[config.mk]
export PLATFORM = sky130hd
export DESIGN_NAME = paged_ram_cache_with_shadow_commit_top
export DESIGN_NICKNAME = d
export VERILOG_FILES = /design/src/sv/prc_pkg.sv /design/src/sv/prc_ram.sv /design/src/sv/prc_out_fifo.sv /design/src/sv/prc_ctrl.sv /design/src/sv/paged_ram_cache_with_shadow_commit_top.sv
export SDC_FILE = /design/constraint.sdc
export NUM_CORES = 2
export LEC_CHECK = 0
export ABC_CLOCK_PERIOD_IN_PS = 15000
export BUFFER_PORTS_ARGS = -buffer_cell sky130_fd_sc_hd__buf_2
export CAP_MARGIN = 10
export CORE_UTILIZATION = 30
export DETAILED_ROUTE_END_ITERATION = 16
export PLACE_DENSITY = 0.55
export SYNTH_ARGS = -nofsm -noshare
export SYNTH_HDL_FRONTEND = slang
export SYNTH_SLANG_ARGS = --single-unit
[constraint.sdc]
create_clock -name clk -period 15 [get_ports clk]
set_input_delay 3 -clock clk [delete_from_list [all_inputs] [get_ports clk]]
set_output_delay 3 -clock clk [all_outputs]
set_load 0.05 [all_outputs]
[src/sv/prc_pkg.sv]
// Shared types, codes and constants of the paged RAM cache.
// No dependencies.
package prc_pkg;
  localparam int PAGE_BITS_DEF = 5;
  localparam int RAM_PAGES_DEF = 8;
  localparam int PERSIST_PAGES_DEF = 256;
  localparam int LIST_DEPTH = 256;
  localparam int AW = 16;

  localparam logic [1:0] OP_READ = 2'd0;
  localparam logic [1:0] OP_WRITE = 2'd1;
  localparam logic [1:0] OP_COMMIT = 2'd2;
  localparam logic [1:0] OP_NONE = 2'd3;

  localparam logic [1:0] KIND_ADDR = 2'd0;
  localparam logic [1:0] KIND_COPY = 2'd1;
  localparam logic [1:0] KIND_DONE = 2'd2;

  localparam logic [1:0] REG_RAM_BASE = 2'd0;
  localparam logic [1:0] REG_STORE_BASE = 2'd1;
  localparam logic [1:0] REG_HALF_OFFSET = 2'd2;

  localparam logic [15:0] RAM_BASE_RST = 16'd7168;
  localparam logic [15:0] STORE_BASE_RST = 16'd17408;
  localparam logic [15:0] HALF_OFFSET_RST = 16'd8192;

  typedef enum logic [3:0] {
    ST_IDLE, ST_CLEAR, ST_TAGS, ST_LIST_RD, ST_LIST_CHK, ST_VICTIM, ST_LOC_RD,
    ST_LOC_USE, ST_COMMIT_RD, ST_COMMIT_LOC, ST_COMMIT_WR, ST_EMIT
  } state_t;

  typedef struct packed {
    logic [1:0]  kind;
    logic [15:0] src_addr;
    logic [15:0] dst_addr;
    logic        last;
  } result_t;
endpackage

[src/sv/prc_ram.sv]
// Generic single-port-write, single-read synchronous RAM, registered read.
// No dependencies.
module prc_ram #(
  parameter int WIDTH = 8,
  parameter int DEPTH = 256
) (
  input  logic                     clk,
  input  logic                     we,
  input  logic [$clog2(DEPTH)-1:0] waddr,
  input  logic [WIDTH-1:0]         wdata,
  input  logic [$clog2(DEPTH)-1:0] raddr,
  output logic [WIDTH-1:0]         rdata
);
  logic [WIDTH-1:0] mem [DEPTH];
  always_ff @(posedge clk) begin
    if (we) mem[waddr] <= wdata;
    rdata <= mem[raddr];
  end
endmodule

[src/sv/prc_out_fifo.sv]
// Four-entry result queue between the sequencer and the output channel.
// Depends on prc_pkg.
module prc_out_fifo (
  input  logic             clk,
  input  logic             rst,
  input  logic             push,
  input  prc_pkg::result_t din,
  input  logic             pop,
  output prc_pkg::result_t dout,
  output logic             nonempty,
  output logic             empty
);
  prc_pkg::result_t buf_q [4];
  logic [1:0] wp, rp;
  logic [2:0] cnt;
  assign dout = buf_q[rp];
  assign nonempty = (cnt != 3'd0);
  assign empty = (cnt == 3'd0);
  always_ff @(posedge clk) begin
    if (push) buf_q[wp] <= din;
    if (rst) begin
      wp <= '0;
      rp <= '0;
      cnt <= '0;
    end else begin
      if (push) wp <= wp + 2'd1;
      if (pop) rp <= rp + 2'd1;
      cnt <= cnt + {2'b0, push} - {2'b0, pop};
    end
  end
endmodule

[src/sv/prc_ctrl.sv]
// Lookup and commit sequencer: tag registers, location and shadow-list RAMs.
// Depends on prc_pkg and prc_ram.
module prc_ctrl #(
  parameter int PAGE_BITS = prc_pkg::PAGE_BITS_DEF,
  parameter int RAM_PAGES = prc_pkg::RAM_PAGES_DEF,
  parameter int PERSIST_PAGES = prc_pkg::PERSIST_PAGES_DEF
) (
  input  logic             clk,
  input  logic             rst,
  input  logic             in_valid,
  output logic             in_ready,
  input  logic [1:0]       op,
  input  logic [15:0]      addr,
  input  logic [15:0]      ram_base,
  input  logic [15:0]      store_base,
  input  logic [15:0]      half_offset,
  input  logic             q_empty,
  output logic             push,
  output prc_pkg::result_t res
);
  localparam int SW = (RAM_PAGES > 1) ? $clog2(RAM_PAGES) : 1;
  localparam int PW = (PERSIST_PAGES > 1) ? $clog2(PERSIST_PAGES) : 1;
  localparam int LW = $clog2(prc_pkg::LIST_DEPTH);
  localparam logic [15:0] OFF_MASK = 16'((1 << PAGE_BITS) - 1);

  prc_pkg::state_t state, state_next;
  logic [15:0] tags [RAM_PAGES];
  logic [RAM_PAGES-1:0] dirty;
  logic [15:0] recent_tag;
  logic [SW-1:0] recent_slot, fifo_ptr, scan;
  logic [8:0] scount, li;
  logic [1:0] cur_op;
  logic [15:0] cur_addr, cur_tag;
  logic listed, vpresent, want_bit;
  logic [7:0] want_idx, vidx;
  logic [PW-1:0] clr_cnt;
  prc_pkg::result_t r0, r1, r2;
  logic [1:0] nres, emit_i;

  logic loc_we, loc_wd, loc_rd;
  logic [PW-1:0] loc_wa, loc_ra;
  logic list_we;
  logic [LW-1:0] list_wa, list_ra;
  logic [7:0] list_wd, list_rd;

  prc_ram #(.WIDTH(1), .DEPTH(1 << PW)) u_loc (
    .clk, .we(loc_we), .waddr(loc_wa), .wdata(loc_wd), .raddr(loc_ra), .rdata(loc_rd));
  prc_ram #(.WIDTH(8), .DEPTH(prc_pkg::LIST_DEPTH)) u_list (
    .clk, .we(list_we), .waddr(list_wa), .wdata(list_wd), .raddr(list_ra),
    .rdata(list_rd));

  function automatic logic [7:0] to_idx(input logic [15:0] t, input logic [15:0] sb);
    logic [15:0] d;
    d = t - sb;
    return 8'(d >> PAGE_BITS);
  endfunction

  function automatic logic in_region(input logic [7:0] i);
    return 9'(i) < 9'(PERSIST_PAGES);
  endfunction

  function automatic logic [15:0] slot_addr(input logic [SW-1:0] s, input logic [15:0] rb);
    return rb + 16'(32'(s) << PAGE_BITS);
  endfunction

  logic [15:0] in_tag;
  logic [15:0] vtag;
  logic [7:0] cur_idx;
  assign in_tag = addr & ~OFF_MASK;
  assign vtag = tags[fifo_ptr];
  assign cur_idx = to_idx(cur_tag, store_base);

  assign in_ready = (state == prc_pkg::ST_IDLE) && q_empty;

  always_ff @(posedge clk) begin
    if (rst) state <= prc_pkg::ST_CLEAR;
    else state <= state_next;
  end

  always_comb begin
    state_next = state;
    loc_we = 1'b0;
    loc_wa = clr_cnt;
    loc_wd = 1'b0;
    loc_ra = PW'(want_idx);
    list_we = 1'b0;
    list_wa = LW'(scount);
    list_wd = vidx;
    list_ra = LW'(li);
    push = 1'b0;
    res = r0;
    case (state)
      prc_pkg::ST_CLEAR: begin
        loc_we = 1'b1;
        if (clr_cnt == PW'(PERSIST_PAGES - 1)) state_next = prc_pkg::ST_IDLE;
      end
      prc_pkg::ST_IDLE: begin
        if (in_valid && in_ready) begin
          if (op == prc_pkg::OP_COMMIT) state_next = prc_pkg::ST_COMMIT_RD;
          else if (op != prc_pkg::OP_NONE && in_tag != recent_tag)
            state_next = prc_pkg::ST_TAGS;
          else if (op != prc_pkg::OP_NONE) state_next = prc_pkg::ST_EMIT;
        end
      end
      prc_pkg::ST_TAGS: begin
        if (tags[scan] == 16'd0) state_next = prc_pkg::ST_LIST_RD;
        else if (tags[scan] == cur_tag) state_next = prc_pkg::ST_EMIT;
        else if (32'(scan) == RAM_PAGES - 1) state_next = prc_pkg::ST_LIST_RD;
      end
      prc_pkg::ST_LIST_RD: begin
        if (li >= scount) state_next = prc_pkg::ST_VICTIM;
        else state_next = prc_pkg::ST_LIST_CHK;
      end
      prc_pkg::ST_LIST_CHK: state_next = prc_pkg::ST_LIST_RD;
      prc_pkg::ST_VICTIM: begin
        loc_ra = PW'(vidx);
        if (dirty[fifo_ptr] && !vpresent) list_we = 1'b1;
        state_next = prc_pkg::ST_LOC_RD;
      end
      prc_pkg::ST_LOC_RD: begin
        loc_ra = listed ? PW'(want_idx) : PW'(cur_idx);
        state_next = prc_pkg::ST_LOC_USE;
      end
      prc_pkg::ST_LOC_USE: state_next = prc_pkg::ST_EMIT;
      prc_pkg::ST_COMMIT_RD: begin
        if (li >= scount) state_next = prc_pkg::ST_EMIT;
        else state_next = prc_pkg::ST_COMMIT_LOC;
      end
      prc_pkg::ST_COMMIT_LOC: begin
        loc_ra = PW'(list_rd);
        state_next = prc_pkg::ST_COMMIT_WR;
      end
      prc_pkg::ST_COMMIT_WR: begin
        loc_wa = PW'(want_idx);
        loc_wd = ~loc_rd;
        loc_we = in_region(want_idx);
        state_next = prc_pkg::ST_COMMIT_RD;
      end
      prc_pkg::ST_EMIT: begin
        push = 1'b1;
        case (emit_i)
          2'd0: res = r0;
          2'd1: res = r1;
          default: res = r2;
        endcase
        if (emit_i + 2'd1 == nres) state_next = prc_pkg::ST_IDLE;
      end
      default: state_next = prc_pkg::ST_IDLE;
    endcase
  end

  logic [15:0] vdst;
  logic vloc;
  assign vdst = vloc ? vtag : vtag + half_offset;
  assign want_bit = (listed ? in_region(want_idx) : in_region(cur_idx)) & loc_rd;

  always_ff @(posedge clk) begin
    if (rst) begin
      for (int i = 0; i < RAM_PAGES; i++) tags[i] <= '0;
      dirty <= '0;
      recent_tag <= '0;
      recent_slot <= '0;
      fifo_ptr <= '0;
      scount <= '0;
      clr_cnt <= '0;
    end else begin
      case (state)
        prc_pkg::ST_CLEAR: clr_cnt <= clr_cnt + PW'(1);
        prc_pkg::ST_IDLE: begin
          cur_op <= op;
          cur_addr <= addr;
          cur_tag <= in_tag;
          scan <= '0;
          li <= '0;
          listed <= 1'b0;
          vpresent <= 1'b0;
          emit_i <= '0;
          nres <= 2'd1;
          r0 <= '{prc_pkg::KIND_DONE, 16'd0, 16'd0, 1'b1};
          if (in_valid && in_ready && op != prc_pkg::OP_COMMIT &&
              op != prc_pkg::OP_NONE) begin
            if (in_tag == recent_tag) begin
              if (op == prc_pkg::OP_WRITE) dirty[recent_slot] <= 1'b1;
              r0 <= '{prc_pkg::KIND_ADDR, 16'd0,
                      slot_addr(recent_slot, ram_base) + (addr & OFF_MASK), 1'b1};
            end else recent_tag <= in_tag;
          end
        end
        prc_pkg::ST_TAGS: begin
          scan <= scan + SW'(1);
          if (tags[scan] != 16'd0 && tags[scan] == cur_tag) begin
            if (cur_op == prc_pkg::OP_WRITE) dirty[scan] <= 1'b1;
            recent_slot <= scan;
            r0 <= '{prc_pkg::KIND_ADDR, 16'd0,
                    slot_addr(scan, ram_base) + (cur_addr & OFF_MASK), 1'b1};
          end
          vidx <= to_idx(vtag, store_base);
        end
        prc_pkg::ST_LIST_RD: ;
        prc_pkg::ST_LIST_CHK: begin
          li <= li + 9'd1;
          if (!listed && 16'((32'(list_rd) << PAGE_BITS)) + store_base == cur_tag) begin
            listed <= 1'b1;
            want_idx <= list_rd;
          end
          if (list_rd == vidx) vpresent <= 1'b1;
        end
        prc_pkg::ST_VICTIM: begin
          if (dirty[fifo_ptr] && !vpresent) scount <= scount + 9'd1;
        end
        prc_pkg::ST_LOC_RD: begin
          vloc <= in_region(vidx) & loc_rd;
        end
        prc_pkg::ST_LOC_USE: begin
          if (dirty[fifo_ptr]) begin
            r0 <= '{prc_pkg::KIND_COPY, slot_addr(fifo_ptr, ram_base), vdst, 1'b0};
            r1 <= '{prc_pkg::KIND_COPY,
                    (listed ? !want_bit : want_bit) ? cur_tag + half_offset : cur_tag,
                    slot_addr(fifo_ptr, ram_base), 1'b0};
            r2 <= '{prc_pkg::KIND_ADDR, 16'd0,
                    slot_addr(fifo_ptr, ram_base) + (cur_addr & OFF_MASK), 1'b1};
            nres <= 2'd3;
          end else begin
            r0 <= '{prc_pkg::KIND_COPY,
                    (listed ? !want_bit : want_bit) ? cur_tag + half_offset : cur_tag,
                    slot_addr(fifo_ptr, ram_base), 1'b0};
            r1 <= '{prc_pkg::KIND_ADDR, 16'd0,
                    slot_addr(fifo_ptr, ram_base) + (cur_addr & OFF_MASK), 1'b1};
            nres <= 2'd2;
          end
          tags[fifo_ptr] <= cur_tag;
          dirty[fifo_ptr] <= (cur_op == prc_pkg::OP_WRITE);
          recent_slot <= fifo_ptr;
          fifo_ptr <= (32'(fifo_ptr) + 1 >= RAM_PAGES) ? '0 : fifo_ptr + SW'(1);
        end
        prc_pkg::ST_COMMIT_RD: begin
          if (li >= scount) scount <= '0;
        end
        prc_pkg::ST_COMMIT_LOC: begin
          want_idx <= list_rd;
          li <= li + 9'd1;
        end
        prc_pkg::ST_COMMIT_WR: ;
        prc_pkg::ST_EMIT: emit_i <= emit_i + 2'd1;
        default: ;
      endcase
    end
  end
endmodule

[src/sv/paged_ram_cache_with_shadow_commit_top.sv]
// Top level of the paged RAM cache with shadow commit.
// Depends on prc_pkg, prc_ctrl, prc_out_fifo and prc_ram.
//
// Usage: requests enter on s_axis (tdata = op, addr); results leave on
// m_axis (tdata = src_addr, dst_addr; tuser = kind; tlast = final result).
// Registers ram_base, store_base, half_offset are written through cfg_we,
// cfg_index, cfg_data; the user must do so only while the block is idle,
// which the block itself does not enforce. A hit on the recent page is
// answered straight from idle; otherwise the tag registers are compared
// one at a time until a hit, an empty tag or the last one. A miss then
// reads and checks each shadow-list RAM entry in turn, then reads the
// location-bit RAM and emits two or three results. Commit reads and
// rewrites one location bit per list entry. The single read port of each
// memory is why these steps run one after another.
// Results queue in a small FIFO; a new request is taken only once the FIFO
// has drained, so a stalled receiver holds off s_axis_tready.
// After reset the location-bit RAM is cleared, one entry a cycle, through
// all PERSIST_PAGES entries; no request is taken meanwhile.
module paged_ram_cache_with_shadow_commit_top #(
  parameter int PAGE_BITS = prc_pkg::PAGE_BITS_DEF,
  parameter int RAM_PAGES = prc_pkg::RAM_PAGES_DEF,
  parameter int PERSIST_PAGES = prc_pkg::PERSIST_PAGES_DEF
) (
  input  logic        clk,
  input  logic        rst,
  input  logic        s_axis_tvalid,
  output logic        s_axis_tready,
  input  logic [23:0] s_axis_tdata,   // op[1:0], addr[17:2], zero
  input  logic        m_axis_tready,
  output logic        m_axis_tvalid,
  output logic [31:0] m_axis_tdata,   // src_addr[15:0], dst_addr[31:16]
  output logic [1:0]  m_axis_tuser,   // kind[1:0]
  output logic        m_axis_tlast,
  input  logic        cfg_we,
  input  logic [1:0]  cfg_index,
  input  logic [15:0] cfg_data
);
  logic [15:0] ram_base, store_base, half_offset;
  logic push, q_empty, pop;
  prc_pkg::result_t res, q_out;

  always_ff @(posedge clk) begin
    if (rst) begin
      ram_base <= prc_pkg::RAM_BASE_RST;
      store_base <= prc_pkg::STORE_BASE_RST;
      half_offset <= prc_pkg::HALF_OFFSET_RST;
    end else if (cfg_we) begin
      case (cfg_index)
        prc_pkg::REG_RAM_BASE: ram_base <= cfg_data;
        prc_pkg::REG_STORE_BASE: store_base <= cfg_data;
        prc_pkg::REG_HALF_OFFSET: half_offset <= cfg_data;
        default: ;
      endcase
    end
  end

  prc_ctrl #(.PAGE_BITS(PAGE_BITS), .RAM_PAGES(RAM_PAGES),
             .PERSIST_PAGES(PERSIST_PAGES)) u_ctrl (
    .clk, .rst, .in_valid(s_axis_tvalid), .in_ready(s_axis_tready),
    .op(s_axis_tdata[1:0]), .addr(s_axis_tdata[17:2]),
    .ram_base, .store_base, .half_offset, .q_empty, .push, .res);

  assign pop = m_axis_tvalid & m_axis_tready;

  prc_out_fifo u_fifo (
    .clk, .rst, .push, .din(res), .pop, .dout(q_out),
    .nonempty(m_axis_tvalid), .empty(q_empty));

  assign m_axis_tdata = {q_out.dst_addr, q_out.src_addr};
  assign m_axis_tuser = q_out.kind;
  assign m_axis_tlast = q_out.last;
endmodule

==> results_dict.tcl <==
set metrics [dict create \
    timing.reg2reg.setup_slack_ns 8.66 \
    synthArstFlopShare 0 \
    synth_flop_cell "edfxtp_1" \
    grt_max_degree 184 \
    die_y_um 620 \
    min_from "store_base[3]" \
    cts_hold_buf 0 \
    vias_per_cell 5.05 \
    skew_ns 0.0598 \
    yosysSeqAreaShare 0.720 \
    vdd_drop_max_mv 0.0960 \
    max_cap_violations 0 \
    finalMaxSlewViolations 0 \
    antenna_found_initial 19 \
    slew_headroom 0.186 \
    cp_max_fo 63 \
    crit_family "simple AND/OR/NAND/NOR gates" \
    drc 0 \
    yosysTopAreaCellShare 0.699 \
    routed_wl_mm 284 \
    dp_hpwl_mm 166 \
    holdPathStages 2 \
    design.core.area_sq_um 380000 \
    area_delta_synth_final_pct 13.2 \
    syn_area_per_cell_sq_um 18.8 \
    yosysTopAreaCell "edfxtp_1" \
    leakagePower_nw 39.6 \
    fin_crit_ns 6.34 \
    grt_setup_unrepaired "no" \
    grt_pass1_wl_mm 412 \
    path_buf_inv 2 \
    drive_above_1_share 0.228 \
    synth-edff-count 2670 \
    run_status "finished, final reports clean" \
    crit_path_start_kind "flop" \
    reg2reg_from "u_ctrl.fifo_ptr[1]" \
    r2r_cells 9 \
    endpoint_kind "flop" \
    critPathSlowestCell "nor3_1" \
    critPathMaxStageDelay_ns 1.17 \
    switchingPower_mw 4.22 \
    cts_root_buf "clkbuf_16" \
    hp-class "flop to flop" \
    seqPwrFrac 0.493 \
    power.share.clock 0.394 \
    path_cells "and3b_1, a22oi_1, and4_2, buf_4, inv_1, nand3_1, nor3_1, nand2_1, nor2_1" \
    numPortBuffers 77 \
    power_mw 17.4 \
    drtAntennaViolNets 0 \
    cts_num_sinks 2788 \
    ctsResizeCount 0 \
    ys_top_cells_by_area "edfxtp_1 (70%), mux4_2 (16%), nor2_1 (2.1%)" \
    setup-violations-final 0 \
    start_util 0.302 \
    grt_pass1_vias 58800 \
    cp.arrival_ns 6.79 \
    avgRoutedWirePerCell_um 24.8 \
    ys_types 76 \
    die-area_sq_um 385000 \
    clkSlewWorstSetupHoldPaths_ns 0.06 \
    insertion_delay_ns 0.88 \
    synth.most_common_cell "edfxtp_1" \
    rr_endpoint "u_ctrl.u_list.mem[90][3]" \
    hold_end "store_base[3]" \
    grt_usage 0.145 \
    power_density_nw_per_um2 134 \
    routabilityCongestion 0.797 \
    drtIter0Drc 5541 \
    combinationalPowerShare 0.113 \
    yosys-top-cells-count "edfxtp_1 (2670), mux4_2 (823), nor2_1 (644)" \
    tightest_slew_ns 1.21 \
    fin_nets 6334 \
    cp.depth 9 \
    yosysWarnings 0 \
    ys_ff_latch 2788 \
    tritoncts "done" \
    syn_inst 6099 \
    path_class "flop to flop" \
    required_ns 15.45 \
    synth_area_sq_um 115000 \
    max_freq_mhz 158 \
    sw_frac_of_total 0.242 \
    postCtsSetupRepairBufs 0 \
    hold_viol 0 \
    dr.pass1.iters 8 \
    die_x_um 620 \
    cts-buffers-inserted 286 \
    fin_tns_setup_ns 0 \
    globalRouteOverflowTotal 0 \
    vias 57700 \
    ctsHtreeMaxLevel 5 \
    finalCritPeriodShare 0.423 \
    ios 84 \
    cts_buffer_depth 4 \
    p_int_mw 13.2 \
    rows 226 \
    syn_nets 6240 \
]
## state kept, by name (all words and copies together), names as in the netlist, 4 cells and up, named ones only
name,cells
u_ctrl.cur_addr,5
u_ctrl.u_loc.mem,256
u_ctrl.clr_cnt,8
store_base,16
u_ctrl.tags,88
half_offset,16
u_ctrl.li,9
u_ctrl.list_wd,8
u_ctrl.cur_tag,11
u_ctrl.r1,34
u_ctrl.u_list.rdata,8
u_ctrl.u_list.mem,2048
u_ctrl.recent_tag,11
u_ctrl.scount,9
u_ctrl.r0,35
ram_base,16
u_ctrl.state,4
u_ctrl.r2,16
u_fifo.buf_q,140
u_ctrl.dirty,8
u_ctrl.want_idx,8
## tightest hold or removal path: cells and delay by family (launching register included)
family          cells  cell delay, ns
simple gates        1            0.05
compound gates      1            0.06
flops               1            0.31
## power groups by stage
stage                     clock network (mW)  registers, mW  logic, mW
after floorplan                            0           8.71       1.40
after global routing                    7.29           8.60       2.11
after CTS                               7.02           8.59       2.02
final                                   6.87           8.60       1.98
after detailed placement                   0           8.76       2.01
after global placement                     0           8.76       2.00
## layer usage
layer / vias to the layer above / GRT usage / part of all wire
li1: 24800 / - / -
met1: 30700 / 0.205 / 0.44
met2: 1854 / 0.233 / 0.47
met3: 407 / 0.0248 / 0.066
met4: 4 / 0.0351 / 0.023
met5: - / 0 / 0.000081
## how the worst max path moves through the flow
stage                        from                        end  slack (ns)
3_5_place_dp   u_ctrl.fifo_ptr[1]  u_ctrl.u_list.mem[214][3]        8.73
6_report       u_ctrl.fifo_ptr[1]   u_ctrl.u_list.mem[90][3]        8.66
4_1_cts        u_ctrl.fifo_ptr[1]  u_ctrl.u_list.mem[214][5]        8.72
5_1_grt        u_ctrl.fifo_ptr[1]  u_ctrl.u_list.mem[209][7]        8.36
3_3_place_gp      s_axis_tdata[8]            u_ctrl.dirty[1]        8.83
2_1_floorplan     u_ctrl.state[1]        u_ctrl.u_loc.mem[0]        6.49
## cells in the final DEF (no fill, tap or decap), types with 32 or more instances in the layout
master and n:
edfxtp_1 2670, mux4_2 823, nor2_1 642, clkbuf_16 298, nand2_1 274, a21oi_1 131, dfxtp_1 117, xnor2_1 108
and3_1 106, buf_4 105, o21ai_0 91, ha_1 87, buf_2 76, clkbuf_1 73, inv_1 72, mux2i_1 64
clkinv_2 51, clkinv_1 50, xor2_1 48, nand3_1 40, a21o_1 32, nor3_1 32
## cells by family (layout without fill, tap and decap cells)
family / count (synthesis) / count (layout) / share of synthesized area
compound gates: 440 / 440 / 0.0248
xor+xnor: 157 / 157 / 0.0120
fa+ha+maj: 94 / 94 / 0.0107
simple gates: 1259 / 1259 / 0.0483
other cells: 0 / 12 / 0
flops: 2788 / 2788 / 0.720
mux: 903 / 903 / 0.169
buf+inv: 458 / 773 / 0.0155
## layout make-up
cell class / instances / area (sq um)
sequential: 2788 / 82500
fill: 35600 / 250000
inverter: 75 / 283
clock buffer: 377 / 7810
timing repair buffer: 189 / 1320
multi-input combinational: 2853 / 30500
clock inverter: 132 / 1050
antenna: 12 / 30.0
tap: 5016 / 6280
## through the flow
stage / hold slack, ns / cell area, sq um / worst slack [ns] / util / instances
finish: 0.468 / 130000 / 8.66 / 0.342 / 11400
global placement: 0.445 / 121000 / 8.83 / 0.318 / 10900
global route: 0.496 / 130000 / 8.36 / 0.342 / 11400
floorplan: 0.436 / 115000 / 6.49 / - / 6099
detailed placement: 0.459 / 121000 / 8.73 / 0.318 / 10900
CTS: 0.467 / 130000 / 8.72 / 0.342 / 11400
No activity file was read; power rests on OpenSTA's default activity.
